$ cat config.mk
export PLATFORM = sky130hd
export DESIGN_NAME = bppc_ctrl
export DESIGN_NICKNAME = d
export VERILOG_FILES = /design/src/bppc_pkg.sv /design/src/bppc_ctrl.sv
export SDC_FILE = /design/constraint.sdc
export NUM_CORES = 1
export LEC_CHECK = 0
export ABC_AREA = 1
export BUFFER_PORTS_ARGS = -buffer_cell sky130_fd_sc_hd__buf_2
export CORE_ASPECT_RATIO = 0.7
export CORE_UTILIZATION = 31
export DETAILED_ROUTE_END_ITERATION = 12
export HOLD_SLACK_MARGIN = 0.02
export PLACE_DENSITY = 0.49
export SYNTH_ARGS = -nofsm -noshare
export SYNTH_HDL_FRONTEND = slang
export SYNTH_SLANG_ARGS = --single-unit
$ cat constraint.sdc
create_clock -name clk -period 1.1 [get_ports clk]
set_input_delay 0 -clock clk [delete_from_list [all_inputs] [get_ports clk]]
set_output_delay 0 -clock clk [all_outputs]
set_load 0.05 [all_outputs]
$ cat src/bppc_pkg.sv
// ----------------------------------------------------------------------------
// bppc_pkg
// Shared widths, register indexes, control structs and a saturation helper
// for the barycentric point pin constraint unit.
// ----------------------------------------------------------------------------
`default_nettype none

package bppc_pkg;

  localparam int PosW     = 32;
  localparam int WgtW     = 15;
  localparam int ImW      = 16;
  localparam int AccW     = 49;
  localparam int PntW     = 35;
  localparam int DiffW    = 36;
  localparam int MwW      = 31;
  localparam int SW       = 48;
  localparam int ProdW    = 67;
  localparam int NumW     = 81;
  localparam int QW       = 51;
  localparam int NpW      = 54;
  localparam int ForceW   = 40;
  localparam int CfgIdxW  = 3;
  localparam int CfgDataW = 48;
  localparam int StepW    = 6;

  localparam logic [StepW-1:0] DivLast = StepW'(QW - 1);
  localparam logic [1:0]       LastIdx = 2'd2;

  localparam logic [CfgIdxW-1:0] CFG_WEIGHT_A = 3'd0;
  localparam logic [CfgIdxW-1:0] CFG_WEIGHT_B = 3'd1;
  localparam logic [CfgIdxW-1:0] CFG_WEIGHT_C = 3'd2;
  localparam logic [CfgIdxW-1:0] CFG_TARGET_X = 3'd3;
  localparam logic [CfgIdxW-1:0] CFG_TARGET_Y = 3'd4;
  localparam logic [CfgIdxW-1:0] CFG_TARGET_Z = 3'd5;
  localparam logic [CfgIdxW-1:0] CFG_INV_MASS = 3'd6;

  typedef enum logic [6:0] {
    ST_IDLE  = 7'b0000001,
    ST_CALC1 = 7'b0000010,
    ST_CALC2 = 7'b0000100,
    ST_MUL   = 7'b0001000,
    ST_DIV   = 7'b0010000,
    ST_FIX   = 7'b0100000,
    ST_WAIT  = 7'b1000000
  } state_t;

  typedef struct packed {
    logic       in_ready;
    logic       out_valid;
    logic       load_in;
    logic       calc1;
    logic       calc2;
    logic       mul;
    logic       div_step;
    logic       fix;
    logic       load_out;
    logic [1:0] k;
    logic [1:0] a;
  } cmd_t;

  typedef struct packed {
    logic in_valid;
    logic out_ready;
  } stat_t;

  function automatic logic signed [PosW-1:0] sat32(input logic signed [NpW-1:0] v);
    logic signed [NpW-1:0] hi;
    logic signed [NpW-1:0] lo;
    hi = NpW'(64'sh7FFF_FFFF);
    lo = -NpW'(64'sh8000_0000);
    if (v > hi) begin
      sat32 = hi[PosW-1:0];
    end else if (v < lo) begin
      sat32 = lo[PosW-1:0];
    end else begin
      sat32 = v[PosW-1:0];
    end
  endfunction

endpackage

`default_nettype wire

$ cat src/bppc_ctrl.sv
// ----------------------------------------------------------------------------
// bppc_ctrl
// Sequencer: point and sum setup, then multiply / divide / correct for each
// of the nine vertex-axis pairs, then hand-off to the output register.
// ----------------------------------------------------------------------------
`default_nettype none

module bppc_ctrl (
  input  wire logic            clk,
  input  wire logic            rst_n,
  input  wire bppc_pkg::stat_t stat,
  output bppc_pkg::cmd_t       cmd
);
  import bppc_pkg::*;

  state_t           state_r, state_nxt;
  logic [StepW-1:0] step_r, step_nxt;
  logic [1:0]       k_r, k_nxt;
  logic [1:0]       a_r, a_nxt;
  logic             out_valid_r, out_valid_nxt;

  always_comb begin
    state_nxt    = state_r;
    step_nxt     = step_r;
    k_nxt        = k_r;
    a_nxt        = a_r;
    cmd          = '0;
    cmd.k        = k_r;
    cmd.a        = a_r;
    cmd.out_valid = out_valid_r;
    case (state_r)
      ST_IDLE: begin
        cmd.in_ready = 1'b1;
        if (stat.in_valid) begin
          cmd.load_in = 1'b1;
          state_nxt   = ST_CALC1;
        end
      end
      ST_CALC1: begin
        cmd.calc1 = 1'b1;
        state_nxt = ST_CALC2;
      end
      ST_CALC2: begin
        cmd.calc2 = 1'b1;
        k_nxt     = '0;
        a_nxt     = '0;
        state_nxt = ST_MUL;
      end
      ST_MUL: begin
        cmd.mul   = 1'b1;
        step_nxt  = '0;
        state_nxt = ST_DIV;
      end
      ST_DIV: begin
        cmd.div_step = 1'b1;
        if (step_r == DivLast) begin
          state_nxt = ST_FIX;
        end else begin
          step_nxt = step_r + 1'b1;
        end
      end
      ST_FIX: begin
        cmd.fix   = 1'b1;
        state_nxt = ST_MUL;
        if (a_r == LastIdx) begin
          a_nxt = '0;
          if (k_r == LastIdx) begin
            state_nxt = ST_WAIT;
          end else begin
            k_nxt = k_r + 1'b1;
          end
        end else begin
          a_nxt = a_r + 1'b1;
        end
      end
      ST_WAIT: begin
        if (!out_valid_r || stat.out_ready) begin
          cmd.load_out = 1'b1;
          state_nxt    = ST_IDLE;
        end
      end
      default: begin
        state_nxt = ST_IDLE;
      end
    endcase
    if (cmd.load_out) begin
      out_valid_nxt = 1'b1;
    end else if (stat.out_ready) begin
      out_valid_nxt = 1'b0;
    end else begin
      out_valid_nxt = out_valid_r;
    end
  end

  always_ff @(posedge clk) begin
    if (!rst_n) begin
      state_r     <= ST_IDLE;
      step_r      <= '0;
      k_r         <= '0;
      a_r         <= '0;
      out_valid_r <= 1'b0;
    end else begin
      state_r     <= state_nxt;
      step_r      <= step_nxt;
      k_r         <= k_nxt;
      a_r         <= a_nxt;
      out_valid_r <= out_valid_nxt;
    end
  end

  a_step_range: assert property (@(posedge clk) disable iff (!rst_n)
    state_r == ST_DIV |-> step_r <= DivLast)
    else $error("divider step count out of range");

  a_pair_range: assert property (@(posedge clk) disable iff (!rst_n)
    k_r <= LastIdx && a_r <= LastIdx)
    else $error("pair index out of range");

  a_load_valid: assert property (@(posedge clk) disable iff (!rst_n)
    cmd.load_out |=> out_valid_r)
    else $error("result not presented after load");

  a_accept_start: assert property (@(posedge clk) disable iff (!rst_n)
    cmd.load_in |=> state_r == ST_CALC1)
    else $error("accepted item did not start");

endmodule

`default_nettype wire

Yosys cells after proc, flatten, opt, wreduce, memory -nomap -nowiden
Index checks and enable logic that the tools add are counted.
{"block": "word_totals", "regBits": 18, "in_bits": 4, "output_inout_bits": 13}
{"block": "op_classes", "addsub": 3, "n_eq_ne": 16, "n_mux": 25, "reduce_logical": 8}
{"op": "one-hot mux 7 bit (7 select lines)", "count": 1}
{"op": "two-way mux 7 bit", "count": 5}
{"op": "two-way mux 1 bit", "count": 12}
{"op": "!= test 2 bit, second input constant", "count": 6}
{"op": "one-hot mux 6 bit (2 select lines)", "count": 1}
{"op": "one-hot mux 2 bit (2 select lines)", "count": 2}
{"op": "== test 7 x 1 -> 1 bit, second input constant", "count": 1}
{"op": "== test 7 x 2 -> 1 bit, second input constant", "count": 1}
{"op": "== test 7 x 3 -> 1 bit, second input constant", "count": 1}
{"op": "== test 7 x 4 -> 1 bit, second input constant", "count": 1}
{"op": "== test 7 x 5 -> 1 bit, second input constant", "count": 1}
{"op": "== test 7 x 6 -> 1 bit, second input constant", "count": 1}
{"op": "== test 7 bit, second input constant", "count": 1}
{"op": "adder 6 x 1 -> 6 bit, second input constant", "count": 1}
{"op": "== test 6 bit, second input constant", "count": 1}
{"op": "two-way mux 2 bit", "count": 3}
{"op": "two-way mux 6 bit", "count": 1}
{"op": "AND reduction 3 bit", "count": 2}
{"op": "nonzero test 2 bit", "count": 3}
{"op": "adder 2 x 1 -> 2 bit, second input constant", "count": 2}
{"op": "== test 2 bit, second input constant", "count": 2}
{"op": "AND reduction 2 bit", "count": 1}
{"op": "zero test 1 bit", "count": 1}
{"op": "logical OR 1 bit", "count": 1}

Longest topological paths before layout
Gate-level depths: netlist of the first run.
{"block": "depth", "depth_word": 5, "ltp_mapped": 8}

Worst setup path before layout of the first run
Ideal clock, no wire load.
{"block": "synth_timing", "path_type": "register to register", "start": "register k_r[0]", "end": "register k_r[1]", "setup_time_ps": 70, "t_arrival_ps": 1508, "setup_slack_ps": -478, "stages_incl_launch_ff": 7, "path_cell_list": "dfxtp_1 inv_1 ha_1 nor2_1 nand2_2 or2_0 a21oi_1"}
{"block": "synth_via", "elab_chain_len": 4, "elab_cells_between_ends": 7}
{"item": "from (decl)", "line": "bppc_ctrl.sv:18", "text": "logic [1:0] k_r, k_nxt;"}
{"item": "from (signal assigned)", "line": "bppc_ctrl.sv:105", "text": "k_r <= k_nxt;"}
{"item": "adder 2 x 1 -> 2 bit", "line": "bppc_ctrl.sv:70", "text": "k_nxt = k_r + 1'b1;"}
{"item": "two-way mux 2 bit", "line": "bppc_ctrl.sv:67", "text": "if (k_r == LastIdx) begin"}
{"item": "two-way mux 2 bit", "line": "bppc_ctrl.sv:65", "text": "if (a_r == LastIdx) begin"}
{"item": "one-hot mux 2 bit (2 select lines)", "line": "bppc_ctrl.sv:31", "text": "case (state_r)"}
Parallel ways exist; a longest one is shown, timed or not. The select of a mux whose other input is x is not followed.
A chain may end at the register's enable or synchronous reset.

Final worst setup path of the first run
{"block": "layout_timing", "start": "register state_r[0]", "end": "register step_r[1]"}
{"block": "layout_via", "elab_chain_len": 3, "elab_cells_between_ends": 6}
{"item": "from (decl)", "line": "bppc_ctrl.sv:16", "text": "state_t state_r, state_nxt;"}
{"item": "from (signal assigned)", "line": "bppc_ctrl.sv:103", "text": "state_r <= state_nxt;"}
{"item": "== test 7 x 5 -> 1 bit or == test 7 x 4 -> 1 bit (tied branches)", "line": "bppc_ctrl.sv:31"}
{"item": "!= test 2 bit (no source line) or nonzero test 2 bit (tied branches)"}
{"item": "AND reduction 2 bit (no source line)"}
{"item": "to (signal assigned)", "line": "bppc_ctrl.sv:104", "text": "step_r <= step_nxt;"}
{"item": "to (decl)", "line": "bppc_ctrl.sv:17", "text": "logic [StepW-1:0] step_r, step_nxt;"}
Parallel ways exist; a longest one is shown, timed or not.

==> results.py, run 1 <==
metrics = {
    "placed_design": {
        "pre_cts_slack_ns": -0.184,
        "dp_hpwl_mm": 1.91,
        "gp_congestion": 0.780,
        "placed_area_sq_mm": 0.00126,
        "io_buffers": 16,
    },
    "synthesis": {
        "synth_nets": 153,
        "synth_top_family_by_area": "simple AND/OR/NAND/NOR gates",
        "synth.area.mux_share_pct": 0,
        "synth_cells": 146,
        "avgSynthCellArea_sq_um": 6.70,
        "synthAdderAreaFrac_pct": 3.84,
        "syn_area_sq_um": 978,
        "synth-simple-area-share_pct": 37.6,
        "synth_compound_area_share_pct": 9.72,
        "seq_area_frac_synth_pct": 36.8,
        "yosys.area_share.xor_xnor_pct": 0.895,
        "ys_ff_latch": 18,
        "synth_cell_type_count": 20,
        "yosys_warnings": 0,
    },
    "global_routing": {
        "grtUsageTotal_pct": 16.1,
        "globalRouteOverflowTotal": 0,
        "grt_max_degree": 15,
        "antenna_found_initial": 0,
        "grt_pass1_vias": 998,
        "grt_pass1_wl_mm": 4.33,
    },
    "clock_tree": {
        "clk_latency_ns": 0.26,
        "path_clk_slew_ns": 0.07,
        "cts.sinks": 18,
        "cts_buffer_depth": 2,
        "cts-root-buf": "clkbuf_8",
        "cts_buffers": 3,
        "cts_htree_levels": 1,
        "cts_tree": "yes",
    },
    "timing": {
        "rsz0062_at_grt": "yes",
        "clock-skew-final_ns": 0.00812,
        "setup_ws_ns": -0.319,
        "fmax_mhz": 705,
        "setup_violations": 23,
        "worst_pin_slew_ns": 0.294,
        "period_share_pct": 129,
        "slew_violations": 0,
        "maxSlewHeadroom_pct": 80.4,
        "timing.hold.ws_ns": 0.131,
        "hold_viol": 0,
        "period_needed_ns": 1.42,
    },
    "final_layout": {
        "final_common_cell": "buf_4",
        "multi_input_area_sq_um": 672,
        "mostFrequentLayoutCells": "24 x buf_4, 17 x nand2_1, 15 x inv_1, 13 x nand3_1, 12 x buf_6",
        "num-fill-cells": 284,
        "areaGrowthSynthToFinish_pct": 69.2,
        "n_antenna_cell": 0,
        "drive_gt1_share_pct": 56.9,
        "nNetsFinal": 203,
        "regArea_sq_um": 382,
        "design_area_sq_mm": 0.00166,
    },
    "detailed_routing": {
        "drt_iter0_markers": 16,
        "viasPerCell": 4.70,
        "firstDrtPassIters": 4,
        "drc": 0,
        "routed_wl_mm": 2.73,
        "wl_per_cell_um": 11.8,
        "antenna_left": 0,
        "num_vias": 1086,
    },
    "power_and_ir_drop": {
        "vdd_drop_max_uv": 860,
        "power_density_mw_per_mm2": 1060,
        "p_leak_uw": 0.000779,
    },
    "run_status": {
        "status": "complete, but fails checks",
        "violations": "setup timing",
    },
    "hold_path": {
        "min_from": "stat[0]",
        "worstHoldPathType": "in -> reg",
        "hold_depth": 4,
        "worstHoldEndpoint": "state_r[6]$_SDFFE_PN0P_",
    },
    "floorplan": {
        "die_h_um": 49.0,
        "die-area_sq_mm": 0.00339,
        "die_w_um": 69.2,
        "num_rows": 16,
        "io-pin-count": 17,
        "initial_core_util_pct": 33.7,
        "core_sq_mm": 0.00290,
    },
    "run": {
        "cap_violations": 0,
    },
    "setup_path": {
        "r2r_slack_ns": -0.32,
        "arrival_ns": 1.58,
        "path_cells": "nor2_2, nand2_2, nor2_4, nand2_4, buf_6, or2_0, a21oi_1",
        "worstSetupPathType": "reg -> reg",
        "cp-start-kind": "flop",
        "cp-end-kind": "flop",
        "r2r-end": "step_r[1]$_SDFFE_PN0P_",
        "worstReg2RegStart": "state_r[0]$_SDFFE_PN1P_",
        "cpMaxStageDelayCell": "dfxtp_2",
        "crit_path_max_incr_delay_ns": 0.34,
        "worstPathRequired_ns": 1.26,
        "ff2ff_path_depth": 7,
        "critPathMaxFanout": 9,
    },
}
==> per-stage QoR <==
stage	setup TNS, ns	instances	util, %	total power (uW)
floorplan	-2.49	146	-	1020
CTS	-3.45	227	53.1	1730
global placement	-1.64	214	43.6	1130
global route	-5.27	231	57.0	1840
detailed placement	-2.19	214	43.6	1130
finish	-3.82	231	57.0	1760
==> what timing repair did <==
item | 4_1_cts | 5_1_grt
hold buffers | 1 | 0
buffers inserted | 8 | 5
hold endpoints to repair | 1 | 0
setup endpoints to repair | 24 | 25
resized for setup | 49 | 29
pin swaps | 9 | 12
==> cell type report <==
class,instances,area share (%)
Tap cell,36,2.72
Multi-Input combinational cell,101,40.6
Sequential cell,18,23.1
Inverter,24,5.82
Clock buffer,4,2.72
Timing Repair Buffer,48,25.1
==> layer usage <==
metal  routed length, um  track usage, %
met5                   0               0
met4                  19            5.10
met3                  91            4.34
met2                1290            24.9
met1                1330            21.9
==> worst max path at each step <==
| stage | startpoint | endpoint | slack [ns] | cells after the start |
|---|---|---|---|---|
| final | state_r[0]$_SDFFE_PN1P_ | step_r[1]$_SDFFE_PN0P_ | -0.32 | 7 |
| after detailed placement | step_r[0]$_SDFFE_PN0P_ | step_r[1]$_SDFFE_PN0P_ | -0.18 | 6 |
| after global placement | state_r[1]$_SDFFE_PN0P_ | cmd[10] | -0.18 | 7 |
| after global routing | state_r[0]$_SDFFE_PN1P_ | step_r[1]$_SDFFE_PN0P_ | -0.36 | 7 |
| after CTS | state_r[6]$_SDFFE_PN0P_ | cmd[10] | -0.25 | 9 |
| after floorplan | state_r[0]$_SDFFE_PN1P_ | step_r[1]$_SDFFE_PN0P_ | -0.26 | 6 |
==> kinds of logic after synthesis <==
family                   count (synthesis)
AND/OR/NAND/NOR                         79
buffers and inverters                   27
AO/OA/AOI/OAI                           18
flip-flops                              18
adder cells (fa/ha/maj)                  3
XOR/XNOR                                 1
==> synth_stat cells (all sizes together) <==
master | instances | area share [%]
a21oi | 14 | 7.2
buf | 3 | 1.9
xnor2 | 1 | 0.90
or2 | 2 | 1.3
o21ai | 2 | 1.0
a211oi | 1 | 0.77
dfxtp | 18 | 37
nor3 | 4 | 2.0
nand3 | 17 | 9.2
nand4 | 2 | 1.3
ha | 3 | 3.8
o211ai | 1 | 0.77
inv | 24 | 9.2
nor2 | 23 | 10
nand2 | 31 | 13
==> critical path: cells and delay by family (launching register included) <==
kind	cells	cell delay [ns]
buffers and inverters	1	0.14
AND/OR/NAND/NOR	5	0.67
AO/OA/AOI/OAI	1	0.16
flip-flops	1	0.34
==> sequential cells by signal, summed over array words and instances (netlist names) <==
| signal | flops |
|---|---|
| state_r | 7 |
| step_r | 6 |
| a_r | 2 |
| k_r | 2 |
| out_valid_r | 1 |
==> where the power goes <==
part           internal (uW)  leakage (uW)  switching [uW]  total, uW
clock                    257     0.0000228             221        479
sequential               671      0.000152            22.4        693
combinational            247      0.000604             338        585
total                   1170      0.000779             582       1760
Note: power is estimated with default switching activity, not from simulation.
==> run 2: changes to the inputs <==
Settings changed: CORE_MARGIN from default to 1.5, SKIP_CTS_REPAIR_TIMING from default to 1.
==> run 2 against run 1 <==
The flow still finishes with violations (setup timing). Clock-buffer cell count unchanged. Register-to-register slack better by 0.09 ns. Flip-flop and latch count unchanged. Maximum frequency up 0.74%. Clock power up 15%. Clock skew down 0.0061 ns. First-iteration DRC count up 140%. Sequential power up 1%. Final area up 1.9%. Worst hold slack worse by 0.10 ns. Non-clock buffer count unchanged. Cell count unchanged.
==> results.py, run 2 (synthesized netlist as in run 1, its figures left out) <==
metrics = {
    "detailed_routing": {
        "num_vias": 1067,
        "viasPerCell": 4.62,
        "routed-wl-met3_um": 107,
        "m1WireLength_mm": 1.38,
        "antenna_left": 0,
        "top_layer": "met4",
        "wl_per_cell_um": 11.8,
        "firstDrtPassIters": 4,
        "drc": 0,
        "routed_wl_mm": 2.72,
        "drt_iter0_markers": 39,
        "met2_length_mm": 1.19,
    },
    "placed_design": {
        "io_buffers": 16,
        "dp_hpwl_mm": 1.86,
        "pre_cts_slack_ns": -0.191,
        "gp_congestion": 0.767,
    },
    "global_routing": {
        "globalRouteOverflowTotal": 0,
        "grt_pass1_wl_mm": 3.99,
        "grt_max_degree": 15,
        "antenna_found_initial": 0,
        "grtUsageTotal_pct": 14.8,
        "grt_pass1_vias": 877,
    },
    "power_and_ir_drop": {
        "power_density_mw_per_mm2": 1130,
        "p_leak_uw": 0.000778,
        "vdd_drop_max_uv": 1010,
        "finalPower_uw": 1910,
    },
    "clock_tree": {
        "clk_latency_ns": 0.26,
        "cts.sinks": 18,
        "cts-root-buf": "clkbuf_8",
        "path_clk_slew_ns": 0.07,
        "cts_tree": "yes",
        "cts_buffers": 3,
        "cts_buffer_depth": 2,
        "cts_htree_levels": 1,
    },
    "floorplan": {
        "initial_core_util_pct": 33.7,
        "die-area_sq_mm": 0.00351,
        "die_w_um": 70.2,
        "core_sq_mm": 0.00290,
        "io-pin-count": 17,
        "num_rows": 16,
        "die_h_um": 50.0,
    },
    "setup_path": {
        "cp-start-kind": "flop",
        "worstPathRequired_ns": 1.10,
        "arrival_ns": 1.41,
        "cp-end-kind": "primary output",
        "worstSetupPathType": "reg -> out",
        "critPathMaxFanout": 6,
    },
    "final_layout": {
        "drive_gt1_share_pct": 59.0,
        "n_antenna_cell": 0,
        "final_common_cell": "buf_4",
        "mostFrequentLayoutCells": "24 x buf_4, 17 x nand2_1, 14 x nand3_1, 12 x nor2_1, 11 x inv_2",
        "largest_reg_flops": 7,
        "biggestRegsByFlops": "state_r x7, step_r x6",
        "nNetsFinal": 203,
        "regMostFlops": "state_r",
        "num-fill-cells": 273,
        "areaGrowthSynthToFinish_pct": 72.4,
    },
    "timing": {
        "period_share_pct": 128,
        "period_needed_ns": 1.41,
        "maxSlewHeadroom_pct": 62.2,
        "slew_violations": 0,
        "hold_viol": 0,
        "clock-skew-final_ns": 0.00204,
        "fmax_mhz": 710,
        "setup_ws_ns": -0.308,
        "worst_pin_slew_ns": 0.566,
        "rsz0062_at_grt": "yes",
        "setup_violations": 23,
    },
    "run_status": {
        "violations": "setup timing",
        "status": "complete, but fails checks",
    },
    "run": {
        "cap_violations": 0,
    },
    "hold_path": {
        "worstHoldPathType": "in -> reg",
    },
}
-- run 2: stage by stage --
step	instances	cell area [sq um]	TNS (ns)	hold slack, ns	util (%)
6_report	231	1690	-3.97	0.0289	58.1
2_1_floorplan	146	1020	-2.49	0.0840	-
4_1_cts	217	1310	-4.56	-0.0194	45.2
3_5_place_dp	213	1260	-2.01	0.254	43.3
3_3_place_gp	213	1260	-1.85	0.245	43.3
5_1_grt	231	1690	-5.64	0.0599	58.1
-- run 2: worst max-delay path: stages, from the launching register on --
cell     delay (ns)
dfxtp_2        0.33
inv_2          0.08
nand2_2        0.06
nor2_4         0.15
buf_4          0.13
buf_6          0.09
nand2_4        0.08
inv_2          0.08
buf_8          0.14
-- run 2: area by class of cell --
type | instances | area, sq um | share of cell area, %
clock buffer | 4 | 55.1 | 3.26
tap | 36 | 45.0 | 2.67
inverter | 24 | 97.6 | 5.79
multi-input combinational | 101 | 676 | 40.1
timing repair buffer | 48 | 422 | 25.0
sequential | 18 | 392 | 23.2
-- run 2: routing by layer --
layer  track usage [%]  up-vias
met5                 0        -
met4              5.77        0
met3              4.29        5
met2              20.5       20
met1              21.5      482
li1                  -      560
-- run 2: final timing paths --
check                                              from                      to  slack [ns]  cells after the start
worst max-delay path            state_r[6]$_SDFFE_PN0P_                  cmd[8]       -0.31                      8
worst min-delay path                              rst_n  step_r[0]$_SDFFE_PN0P_        0.03                      3
worst max register to register  state_r[1]$_SDFFE_PN0P_     k_r[1]$_SDFFE_PN0P_       -0.23                      7
worst min register to register      a_r[0]$_SDFFE_PN0P_     a_r[0]$_SDFFE_PN0P_        0.46                      1
-- run 2: power breakdown --
group	switching (uW)	leakage, uW	total, uW	internal, uW
combinational	371	0.000596	656	285
clock	232	0.0000288	550	318
sequential	32.7	0.000153	703	671
total	635	0.000778	1910	1270
